[src/rtl/trook_pkg.sv]
// types, constants and helpers shared by the tri-state ook encoder files
`timescale 1ns / 1ps

package trook_pkg;

    localparam int unsigned SYMBOLS     = 12;
    localparam int unsigned PULSE_W     = 16;
    localparam int unsigned REPEAT_W    = 8;
    localparam int unsigned PROTO_W     = 2;
    localparam int unsigned UNIT_W      = 5;
    localparam int unsigned SYM_IDX_W   = 4;
    localparam int unsigned CFG_IDX_W   = 2;
    localparam int unsigned CFG_DATA_W  = 16;

    localparam logic FUNC_TICK  = 1'b0;
    localparam logic FUNC_START = 1'b1;

    localparam logic [UNIT_W-1:0] SYNC_LONG  = 5'd31;
    localparam logic [UNIT_W-1:0] SYNC_SHORT = 5'd10;
    localparam logic [UNIT_W-1:0] LONG_UNITS = 5'd3;
    localparam logic [UNIT_W-1:0] ONE_UNIT   = 5'd1;

    localparam logic [SYM_IDX_W-1:0] SYNC_INDEX = 4'd12;

    localparam logic [PROTO_W-1:0] PROTO_SHORT_SYNC = 2'd2;

    localparam logic [CFG_IDX_W-1:0] REG_PULSE_LENGTH = 2'd0;
    localparam logic [CFG_IDX_W-1:0] REG_REPEAT_COUNT = 2'd1;
    localparam logic [CFG_IDX_W-1:0] REG_PROTOCOL     = 2'd2;

    localparam logic [PULSE_W-1:0]  PULSE_RESET  = 16'd350;
    localparam logic [REPEAT_W-1:0] REPEAT_RESET = 8'd10;
    localparam logic [PROTO_W-1:0]  PROTO_RESET  = 2'd1;

    typedef struct packed {
        logic pin_level;
        logic busy_res;
        logic rejected;
    } t_result;

    // four symbols, all F (1) except symbol n-1 which is 0
    function automatic logic [3:0] group_bits(input logic [1:0] n);
        logic [1:0] pos;
        logic [3:0] bits;
        pos  = n - 2'd1;
        bits = 4'b1111;
        bits[pos] = 1'b0;
        return bits;
    endfunction

endpackage

[src/rtl/tristate_ook_remote_switch_encoder_unit.sv]
// tri-state ook remote switch encoder: one tick or start command per transaction
//
//  channel | direction | handshake            | payload
//  --------+-----------+----------------------+-------------------------------------
//  in      | input     | i_in_valid/o_in_stall| func, address_code, channel_code, switch_on
//  out     | output    | o_out_valid/i_out_stall | pin_level, busy_res, rejected
//  cfg     | input     | i_cfg_we             | i_cfg_index, i_cfg_data
//
// one transaction per cycle unless o_in_stall; its result is registered in r_out or r_skid
// the waveform counters update in the same cycle in a single combinational pass
// a skid register holds one result while the output is stalled; input stalls only when full
// synchronous active-low reset: idle, no results pending, registers at defaults
`timescale 1ns / 1ps

module tristate_ook_remote_switch_encoder_unit
    import trook_pkg::*;
(
    input  logic                  i_clk,
    input  logic                  i_rst_n,
    input  logic                  i_in_valid,
    output logic                  o_in_stall,
    input  logic                  i_func,
    input  logic [2:0]            i_address_code,
    input  logic [2:0]            i_channel_code,
    input  logic                  i_switch_on,
    output logic                  o_out_valid,
    input  logic                  i_out_stall,
    output logic                  o_pin_level,
    output logic                  o_busy_res,
    output logic                  o_rejected,
    input  logic                  i_cfg_we,
    input  logic [CFG_IDX_W-1:0]  i_cfg_index,
    input  logic [CFG_DATA_W-1:0] i_cfg_data
);

    logic [PULSE_W-1:0]   r_pulse_length;
    logic [REPEAT_W-1:0]  r_repeat_count;
    logic [PROTO_W-1:0]   r_protocol;

    logic [SYMBOLS-1:0]   r_code_word, n_code_word;
    logic [SYM_IDX_W-1:0] r_symbol_index, n_symbol_index;
    logic                 r_pulse_half, n_pulse_half;
    logic                 r_phase_high, n_phase_high;
    logic [UNIT_W-1:0]    r_unit_count, n_unit_count;
    logic [PULSE_W-1:0]   r_tick_count, n_tick_count;
    logic [REPEAT_W-1:0]  r_repeat_done, n_repeat_done;
    logic                 r_active, n_active;

    logic                 r_out_valid;
    t_result              r_out;
    logic                 r_skid_valid;
    t_result              r_skid;

    t_result              n_result;
    logic                 accept;
    logic                 out_free;

    logic                 in_word;
    logic                 cur_sym;
    logic                 long_high;
    logic [UNIT_W-1:0]    phase_len;
    logic [PULSE_W-1:0]   pl;
    logic [REPEAT_W-1:0]  limit;
    logic [PULSE_W-1:0]   tick_inc;
    logic [UNIT_W-1:0]    unit_inc;
    logic [REPEAT_W-1:0]  rd_inc;
    logic                 codes_ok;

    assign o_in_stall = r_skid_valid;
    assign accept     = i_in_valid && !r_skid_valid;
    assign out_free   = !r_out_valid || !i_out_stall;

    assign in_word   = r_symbol_index < SYNC_INDEX;
    assign cur_sym   = in_word ? r_code_word[r_symbol_index] : 1'b0;
    assign long_high = cur_sym && r_pulse_half;
    assign pl        = (r_pulse_length == '0) ? PULSE_W'(1) : r_pulse_length;
    assign limit     = (r_repeat_count == '0) ? REPEAT_W'(1) : r_repeat_count;
    assign tick_inc  = r_tick_count + PULSE_W'(1);
    assign unit_inc  = r_unit_count + UNIT_W'(1);
    assign rd_inc    = r_repeat_done + REPEAT_W'(1);
    assign codes_ok  = (i_address_code inside {[3'd1:3'd4]})
                    && (i_channel_code inside {[3'd1:3'd4]});

    always_comb begin
        if (!in_word) begin
            if (r_phase_high) begin
                phase_len = ONE_UNIT;
            end else begin
                phase_len = (r_protocol == PROTO_SHORT_SYNC) ? SYNC_SHORT : SYNC_LONG;
            end
        end else if (r_phase_high) begin
            phase_len = long_high ? LONG_UNITS : ONE_UNIT;
        end else begin
            phase_len = long_high ? ONE_UNIT : LONG_UNITS;
        end
    end

    always_comb begin
        n_code_word    = r_code_word;
        n_symbol_index = r_symbol_index;
        n_pulse_half   = r_pulse_half;
        n_phase_high   = r_phase_high;
        n_unit_count   = r_unit_count;
        n_tick_count   = r_tick_count;
        n_repeat_done  = r_repeat_done;
        n_active       = r_active;
        n_result       = '0;

        if (i_func == FUNC_START) begin
            if (r_active || !codes_ok) begin
                n_result.rejected = 1'b1;
            end else begin
                n_code_word    = {i_switch_on, 3'b111,
                                  group_bits(i_channel_code[1:0]),
                                  group_bits(i_address_code[1:0])};
                n_symbol_index = '0;
                n_pulse_half   = 1'b0;
                n_phase_high   = 1'b1;
                n_unit_count   = '0;
                n_tick_count   = '0;
                n_repeat_done  = '0;
                n_active       = 1'b1;
            end
            n_result.pin_level = n_active && n_phase_high;
            n_result.busy_res  = n_active;
        end else if (r_active) begin
            n_result.pin_level = r_phase_high;
            n_result.busy_res  = 1'b1;
            n_tick_count       = tick_inc;
            if (tick_inc >= pl || tick_inc == '0) begin
                n_tick_count = '0;
                n_unit_count = unit_inc;
                if (unit_inc >= phase_len || unit_inc == '0) begin
                    n_unit_count = '0;
                    if (r_phase_high) begin
                        n_phase_high = 1'b0;
                    end else begin
                        n_phase_high = 1'b1;
                        if (in_word) begin
                            if (!r_pulse_half) begin
                                n_pulse_half = 1'b1;
                            end else begin
                                n_pulse_half   = 1'b0;
                                n_symbol_index = r_symbol_index + SYM_IDX_W'(1);
                            end
                        end else begin
                            n_repeat_done  = rd_inc;
                            n_symbol_index = '0;
                            n_pulse_half   = 1'b0;
                            if (rd_inc >= limit || rd_inc == '0) begin
                                n_active      = 1'b0;
                                n_phase_high  = 1'b0;
                                n_repeat_done = '0;
                            end
                        end
                    end
                end
            end
        end
    end

    // configuration registers
    always_ff @(posedge i_clk) begin
        if (!i_rst_n) begin
            r_pulse_length <= PULSE_RESET;
            r_repeat_count <= REPEAT_RESET;
            r_protocol     <= PROTO_RESET;
        end else if (i_cfg_we) begin
            case (i_cfg_index)
                REG_PULSE_LENGTH: r_pulse_length <= i_cfg_data;
                REG_REPEAT_COUNT: r_repeat_count <= i_cfg_data[REPEAT_W-1:0];
                REG_PROTOCOL:     r_protocol     <= i_cfg_data[PROTO_W-1:0];
                default:          ;
            endcase
        end
    end

    // waveform state
    always_ff @(posedge i_clk) begin
        if (!i_rst_n) begin
            r_code_word    <= '0;
            r_symbol_index <= '0;
            r_pulse_half   <= 1'b0;
            r_phase_high   <= 1'b0;
            r_unit_count   <= '0;
            r_tick_count   <= '0;
            r_repeat_done  <= '0;
            r_active       <= 1'b0;
        end else if (accept) begin
            r_code_word    <= n_code_word;
            r_symbol_index <= n_symbol_index;
            r_pulse_half   <= n_pulse_half;
            r_phase_high   <= n_phase_high;
            r_unit_count   <= n_unit_count;
            r_tick_count   <= n_tick_count;
            r_repeat_done  <= n_repeat_done;
            r_active       <= n_active;
        end
    end

    // output register with skid
    always_ff @(posedge i_clk) begin
        if (!i_rst_n) begin
            r_out_valid  <= 1'b0;
            r_skid_valid <= 1'b0;
        end else if (out_free) begin
            if (r_skid_valid) begin
                r_out_valid  <= 1'b1;
                r_skid_valid <= 1'b0;
            end else begin
                r_out_valid  <= accept;
            end
        end else if (accept) begin
            r_skid_valid <= 1'b1;
        end
    end

    always_ff @(posedge i_clk) begin
        if (out_free) begin
            if (r_skid_valid) begin
                r_out <= r_skid;
            end else if (accept) begin
                r_out <= n_result;
            end
        end else if (accept) begin
            r_skid <= n_result;
        end
    end

    assign o_out_valid = r_out_valid;
    assign o_pin_level = r_out.pin_level;
    assign o_busy_res  = r_out.busy_res;
    assign o_rejected  = r_out.rejected;

endmodule

[config.mk]
export PLATFORM = sky130hd
export DESIGN_NAME = tristate_ook_remote_switch_encoder_unit
export DESIGN_NICKNAME = d
export VERILOG_FILES = /design/src/rtl/trook_pkg.sv /design/src/rtl/tristate_ook_remote_switch_encoder_unit.sv
export SDC_FILE = /design/constraint.sdc
export NUM_CORES = 1
export LEC_CHECK = 0
export BUFFER_PORTS_ARGS = -buffer_cell sky130_fd_sc_hd__buf_2
export CAP_MARGIN = 25
export CORE_MARGIN = 5
export CORE_UTILIZATION = 45
export CTS_BUF_LIST = sky130_fd_sc_hd__clkbuf_16
export CTS_CLUSTER_SIZE = 14
export DETAILED_ROUTE_END_ITERATION = 12
export MAX_ROUTING_LAYER = met4
export PLACE_DENSITY = 0.58
export SETUP_SLACK_MARGIN = 0.15
export SKIP_LAST_GASP = 1
export SLEW_MARGIN = 20
export SYNTH_ARGS = -nofsm -noshare
export SYNTH_HDL_FRONTEND = slang
export SYNTH_SLANG_ARGS = --single-unit
[constraint.sdc]
create_clock -name i_clk -period 5 [get_ports i_clk]
set_input_delay 1 -clock i_clk [delete_from_list [all_inputs] [get_ports i_clk]]
set_output_delay 1 -clock i_clk [all_outputs]
set_load 0.05 [all_outputs]
; Yosys cells after proc, flatten, opt, wreduce, memory -nomap -nowiden
; Cells that the tools add are included.
[totals]
reg_bits = 82
input_bits = 31
output_inout_bits = 5
elab_cells = 161
[classes]
addsub = 6
n_lt_le_gt_ge = 13
eq_ne = 7
mux = 71
bitwise_logic = 5
reduce_logical = 40
[ops]
columns = op, count
row1 = $mux 16, 5
row2 = $mux 8, 9
row3 = $mux 5, 8
row4 = $logic_not 16->1, 2
row5 = $mux 4, 8
row6 = $mux 1, 31
row7 = $add 16x1->16 const B, 1
row8 = $ge 16x16->1, 1
row9 = $logic_not 8->1, 2
row10 = $reduce_and 7->1, 2
row11 = $mux 2, 5
row12 = $reduce_and 2->1, 5
row13 = $add 8x1->8 const B, 1
row14 = $ge 8x8->1, 1
row15 = $logic_and 1x1->1, 8
row16 = $not 4->4, 2
row17 = $reduce_and 4->1, 2
row18 = $reduce_bool 2->1, 4
row19 = $ge 3x1->1 const B, 2
row20 = $le 3x3->1 const B, 2
row21 = $lt 2x3->1 const B, 2
row22 = $mux 3, 2
row23 = $ne 2x2->1 const B, 3
row24 = $reduce_and 3->1, 2
row25 = 19 further kinds, 32

; Logic depth before layout (Yosys ltp)
[depth]
ltp_word = 13
depth_mapped = 15
ltp_nobuf = 15

; Least setup slack after synthesis
; Ideal clock, no wire load.
[synth_path]
path_type = register to register
start = reg r_symbol_index[0]
end = reg r_repeat_done[5]
setup_time_ns = 0.091
arrival_ns = 3.187
t_required_ns = 4.909
path_slack_ns = 1.722
stages_incl_launch_ff = 14
period_less_slack_ns = 3.278
path_cell_list = dfxtp_1 > mux4_2 > mux2i_1 > o21ai_0 > nand2_1 > xnor2_1 > ha_1 > o21ai_0 > o21ai_0 > a221oi_1 > and2_1 > o21bai_1 > nor3_4 > a311oi_1
[synth_via]
elab_chain_cells = 11
elab_cells_between_ends = 14
classes_between = 2 x order compare / 1 x eq/ne / 7 x mux / 4 x reduce/logical
[synth_lines]
columns = item, line
row1 = "start, declared", tristate_ook_remote_switch_encoder_unit.sv:41  ; logic [SYM_IDX_W-1:0] r_symbol_index, n_symbol_index;
row2 = "start signal, assigned", tristate_ook_remote_switch_encoder_unit.sv:191  ; r_symbol_index <= n_symbol_index;
row3 = $bmux 1 s4, tristate_ook_remote_switch_encoder_unit.sv:74  ; assign cur_sym = in_word ? r_code_word[r_symbol_index] : 1'b0;
row4 = $mux 1 (not written as such), tristate_ook_remote_switch_encoder_unit.sv:74
row5 = $mux 1, tristate_ook_remote_switch_encoder_unit.sv:74
row6 = $logic_and 1x1->1, tristate_ook_remote_switch_encoder_unit.sv:75  ; assign long_high = cur_sym && r_pulse_half;
row7 = $mux 2 (on tied branches), "tristate_ook_remote_switch_encoder_unit.sv:94, tristate_ook_remote_switch_encoder_unit.sv:92"
row8 = $mux 2, tristate_ook_remote_switch_encoder_unit.sv:91  ; end else if (r_phase_high) begin
row9 = $mux 5, tristate_ook_remote_switch_encoder_unit.sv:85  ; if (!in_word) begin
row10 = $ge 5x5->1, tristate_ook_remote_switch_encoder_unit.sv:133  ; if (unit_inc >= phase_len || unit_inc == '0) begin
row11 = $logic_or 1x1->1, tristate_ook_remote_switch_encoder_unit.sv:133
row12 = $reduce_bool 2->1 (no source line), -
row13 = $reduce_and 7->1 (no source line) *, -
row14 = "end signal, assigned", tristate_ook_remote_switch_encoder_unit.sv:196  ; r_repeat_done <= n_repeat_done;
row15 = "end, declared", tristate_ook_remote_switch_encoder_unit.sv:46  ; logic [REPEAT_W-1:0] r_repeat_done, n_repeat_done;
; Mark *: on every way between the ends. The rest lies on a longest branch, timed or not. The select of a mux whose other input is x is not followed.
; A chain may end at the register's enable or synchronous reset.

; Worst setup path in the final report
; Ends and elaborated chain as after synthesis.

==> out/summary.md <==
### Pwr
* switching pwr: 0.349 mW
* proportion of total power due to net switching: 24.2%
* internal power of the cells: 1.10 mW
* leakage power of the design: 2.29 nW
* Clock power frac: 45.3%
* sequential cell fraction of total power: 46.5%
* Worst VDD drop: 142 uV
* relative contribution of combinational cells to total power: 8.1%
* power density normalized to cell area: 261 nW/um^2
* total power: 1.45 mW

### Clock network
* number of sinks driven by the clock tree: 80
* worst skew pair latency: 0.34 ns
* hold-fix buffer count after cts: 0
* Max clock buf depth: 2
* clock-pin slew reported for the worst setup and hold paths after clock tree synthesis: 0.06 ns
* number of clock buffers inserted by TritonCTS: 9
* Setup Fix Bufs, Post-CTS: 0
* clock root buffer master: sky130_fd_sc_hd__clkbuf_16
* clock tree from TritonCTS: yes
* total number of H-tree levels: 3
* number of gates resized after cts: 0

### Die
* area of the die: 13300 sq um
* Vert. Die Dim: 115 um
* initial cell density of the core: 45.9%
* Core Footprint: 10800 sq um
* site row count: 38
* number of ports placed on the die boundary: 36
* die boundary width: 115 um

### Critical path
* largest fanout of any net on the critical path: 7
* minimum setup slack among reg-to-reg paths: 1.26 ns
* endpoint of the worst register-to-register path: r_repeat_done[5]
* beginning of the worst register-to-register path: r_symbol_index[0]
* kind of critical path: reg2reg
* Critical Path Sink Type: flip-flop
* cell mode on critical path: sky130_fd_sc_hd__o21ai_0
* critical path, cell by cell: mux4_2, mux2i_1, o21ai_0, nand2_1, xnor2_1, ha_1, o21ai_0, o21ai_0, a221oi_1, and2_1, o21bai_1, nor3_4, a311oi_1
* Worst Setup Start Kind: flip-flop
* Worst R2R Path Depth: 13
* Critical Path AT: 4.00 ns
* cell with the largest stage delay on the worst path: sky130_fd_sc_hd__a221oi_1
* worst stage delay on the critical path: 0.61 ns
* required time at the worst-slack endpoint: 5.25 ns

### Detailed routing
* number of nets still failing antenna checks after routing: 0
* total routed wirelength: 11600 um
* DR DRC count: 0
* count of vias placed by the detailed router: 4287
* per-cell routed wire length: 15.1 um
* Initial DRT Pass Iterations: 5
* ratio of routed vias to standard cells: 5.60
* initial drt markers: 211

### Yosys
* synthesized-area fraction occupied by and/or/nand/nor cells: 22.6%
* synthesized-area fraction occupied by adder cells: 9.05%
* count of flip-flops with a built-in enable after synthesis: 6
* cell accounting for the most synthesized area: sky130_fd_sc_hd__dfxtp_1
* warnings from Yosys: 0
* gate count after technology mapping: 602
* xor-xnor portion of the synthesized cell area: 7.39%
* number of distinct standard cells referenced by the synthesized netlist: 65
* dominant combinational cell family by area after synthesis: simple AND/OR/NAND/NOR gates
* syn_area_per_cell: 8.27 sq um
* fraction of registers with async set or reset after synthesis: 0%
* area fraction in compound gates after synthesis: 16.7%
* Synth Flop Type: sky130_fd_sc_hd__dfxtp_1
* proportion of synthesized chip area in sequential cells: 33.4%
* net count of the mapped netlist: 669
* Post-Syn Area: 4980 sq um
* share of synthesized area spent on multiplexers: 5.20%
* post-synth top area share: 29.8%
* number of synthesized register bits: 80
* cells taking the most area after synthesis: sky130_fd_sc_hd__dfxtp_1 (30%), sky130_fd_sc_hd__ha_1 (9.1%), sky130_fd_sc_hd__nand2_1 (5.8%), sky130_fd_sc_hd__nor2_1 (4.8%), sky130_fd_sc_hd__xnor2_1 (4.8%)

### Final layout
* synthesis-to-layout area growth: 11.2%
* post-route cell area: 5530 sq um
* total of fill cells in the finished design: 1063
* share of final-layout standard cells stronger than drive strength 1: 11.8%
* area of the multi-input gates: 3040 sq um
* final core utilization: 51.1%
* most common cell after layout, fill and taps aside: sky130_fd_sc_hd__nand2_1
* flip-flop and latch area: 1660 sq um
* top library cells by usage in the layout, fill and taps aside: sky130_fd_sc_hd__nand2_1 (77), sky130_fd_sc_hd__dfxtp_1 (74), sky130_fd_sc_hd__nor2_1 (63)
* Net count, final: 687
* number of antenna cells inserted: 0

### Placed design
* routability congestion estimate: 0.900
* setup slack after placement: 1.24 ns
* PortBufs: 35
* Detail Placement HPWL: 8800 um
* total placed instance area: 5230 sq um

### STA
* Worst Setup Slack, final: 1.26 ns
* number of max-slew violations in the final report: 0
* Tightest Pin Transition: 0.831 ns
* shortest period the worst path allows: 3.74 ns
* setup tns final: 0 ns
* Max Clk Rate: 0.267 GHz
* skew final: 0.00501 ns
* Final Cycle Share: 74.8%
* final hold viol count: 0
* unrepaired setup endpoints after global routing: false
* Rel. slew slack: 43.8%
* final-report setup violation count: 0

### Outcome
* outcome: finished, final reports clean

### Hold path
* endpoint of the worst hold path: r_pulse_length[0]
* Hold/Removal Path Class: reg2reg
* hold path depth: 2
* startpoint of the lowest-slack hold path: r_pulse_length[0]

### Global routing
* vias in the first global route: 4242
* number of antenna violations at the first check in global routing: 0
* global-route wire length before repair: 19800 um
* gr ovfl total: 0
* GRT Overall Usage: 19.3%
* pin count of the biggest net entering global routing: 41

### Job
* maximum capacitance violations: 0

## critical path: cells and delay by family, from the launching register on
| kind | cells | cell delay [ns] |
|---|---|---|
| AO/OA/AOI/OAI | 6 | 1.56 |
| AND/OR/NAND/NOR | 3 | 0.54 |
| flip-flops | 1 | 0.47 |
| multiplexers | 2 | 0.70 |
| XOR/XNOR | 1 | 0.12 |
| adder cells (fa/ha/maj) | 1 | 0.25 |
## per-layer routing
layer  vias up  global-route usage [%]  wire length, um  part of all wire (%)
met2        93                    30.9             5450                    47
li1       2182                       -                -                     -
met4         0                    8.92              284                   2.5
met5         -                       -                0                     0
met1      1989                    23.4             5320                    46
met3        23                    3.63              502                   4.3
## worst max-delay path by stage
stage | end | startpoint | slack, ns
floorplan | r_repeat_done[5] | r_symbol_index[0] | 1.72
global placement | r_repeat_done[5] | r_symbol_index[0] | 1.41
detailed placement | r_repeat_done[5] | r_symbol_index[0] | 1.24
CTS | r_repeat_done[5] | r_symbol_index[0] | 1.25
global route | r_repeat_done[5] | r_symbol_index[0] | 0.93
finish | r_repeat_done[5] | r_symbol_index[0] | 1.26
## registers in the layout, summed over array words and instances, names as in the netlist
| signal | cells |
|---|---|
| r_unit_count | 5 |
| r_repeat_count | 8 |
| r_pulse_half | 1 |
| r_tick_count | 16 |
| o_rejected | 1 |
| r_phase_high | 1 |
| r_active | 1 |
| o_in_stall | 1 |
| r_skid | 3 |
| r_code_word | 10 |
| r_pulse_length | 16 |
| r_symbol_index | 4 |
| r_repeat_done | 8 |
| o_out_valid | 1 |
| o_pin_level | 1 |
| o_busy_res | 1 |
| r_protocol | 2 |
## per-stage QoR
step / hold slack [ns] / instances
floorplan: 0.436 / 602
global placement: 0.460 / 748
detailed placement: 0.469 / 749
CTS: 0.478 / 765
global route: 0.508 / 765
finish: 0.477 / 765
## logic make-up after synthesis
kind of cell / after synthesis
adders and majority gates: 36
xor gates and xnor gates: 42
DFF: 80
muxes: 23
AOI/OAI and AO/OA: 118
and+or+nand+nor: 234
buffers and inverters: 69
## power groups by stage
stage	logic, mW	registers, mW	clock network, mW
after CTS	0.119	0.673	0.676
final	0.118	0.673	0.655
after global routing	0.133	0.674	0.704
after floorplan	0.0695	0.693	0
after detailed placement	0.118	0.687	0
after global placement	0.115	0.686	0
## cell type report
type                            count  share of cell area [%]
Multi-Input combinational cell    453                    54.8
Clock buffer                       11                    4.97
Clock inverter                      5                   0.497
Inverter                           35                    2.37
Sequential cell                    80                    30.0
Tap cell                          140                    3.17
Timing Repair Buffer               41                    4.11
## Yosys cell counts (all sizes together) (9+ instances only)
cell type,instances
nor2,63
a21oi,28
o211ai,11
ha,36
nand2,77
nor3,17
dfxtp,74
mux2i,18
xnor2,27
xor2,15
nand4,12
buf,11
inv,35
o21ai,24
a311oi,9
nand3,17
clkbuf,23
(Power assumes the default switching activity.)
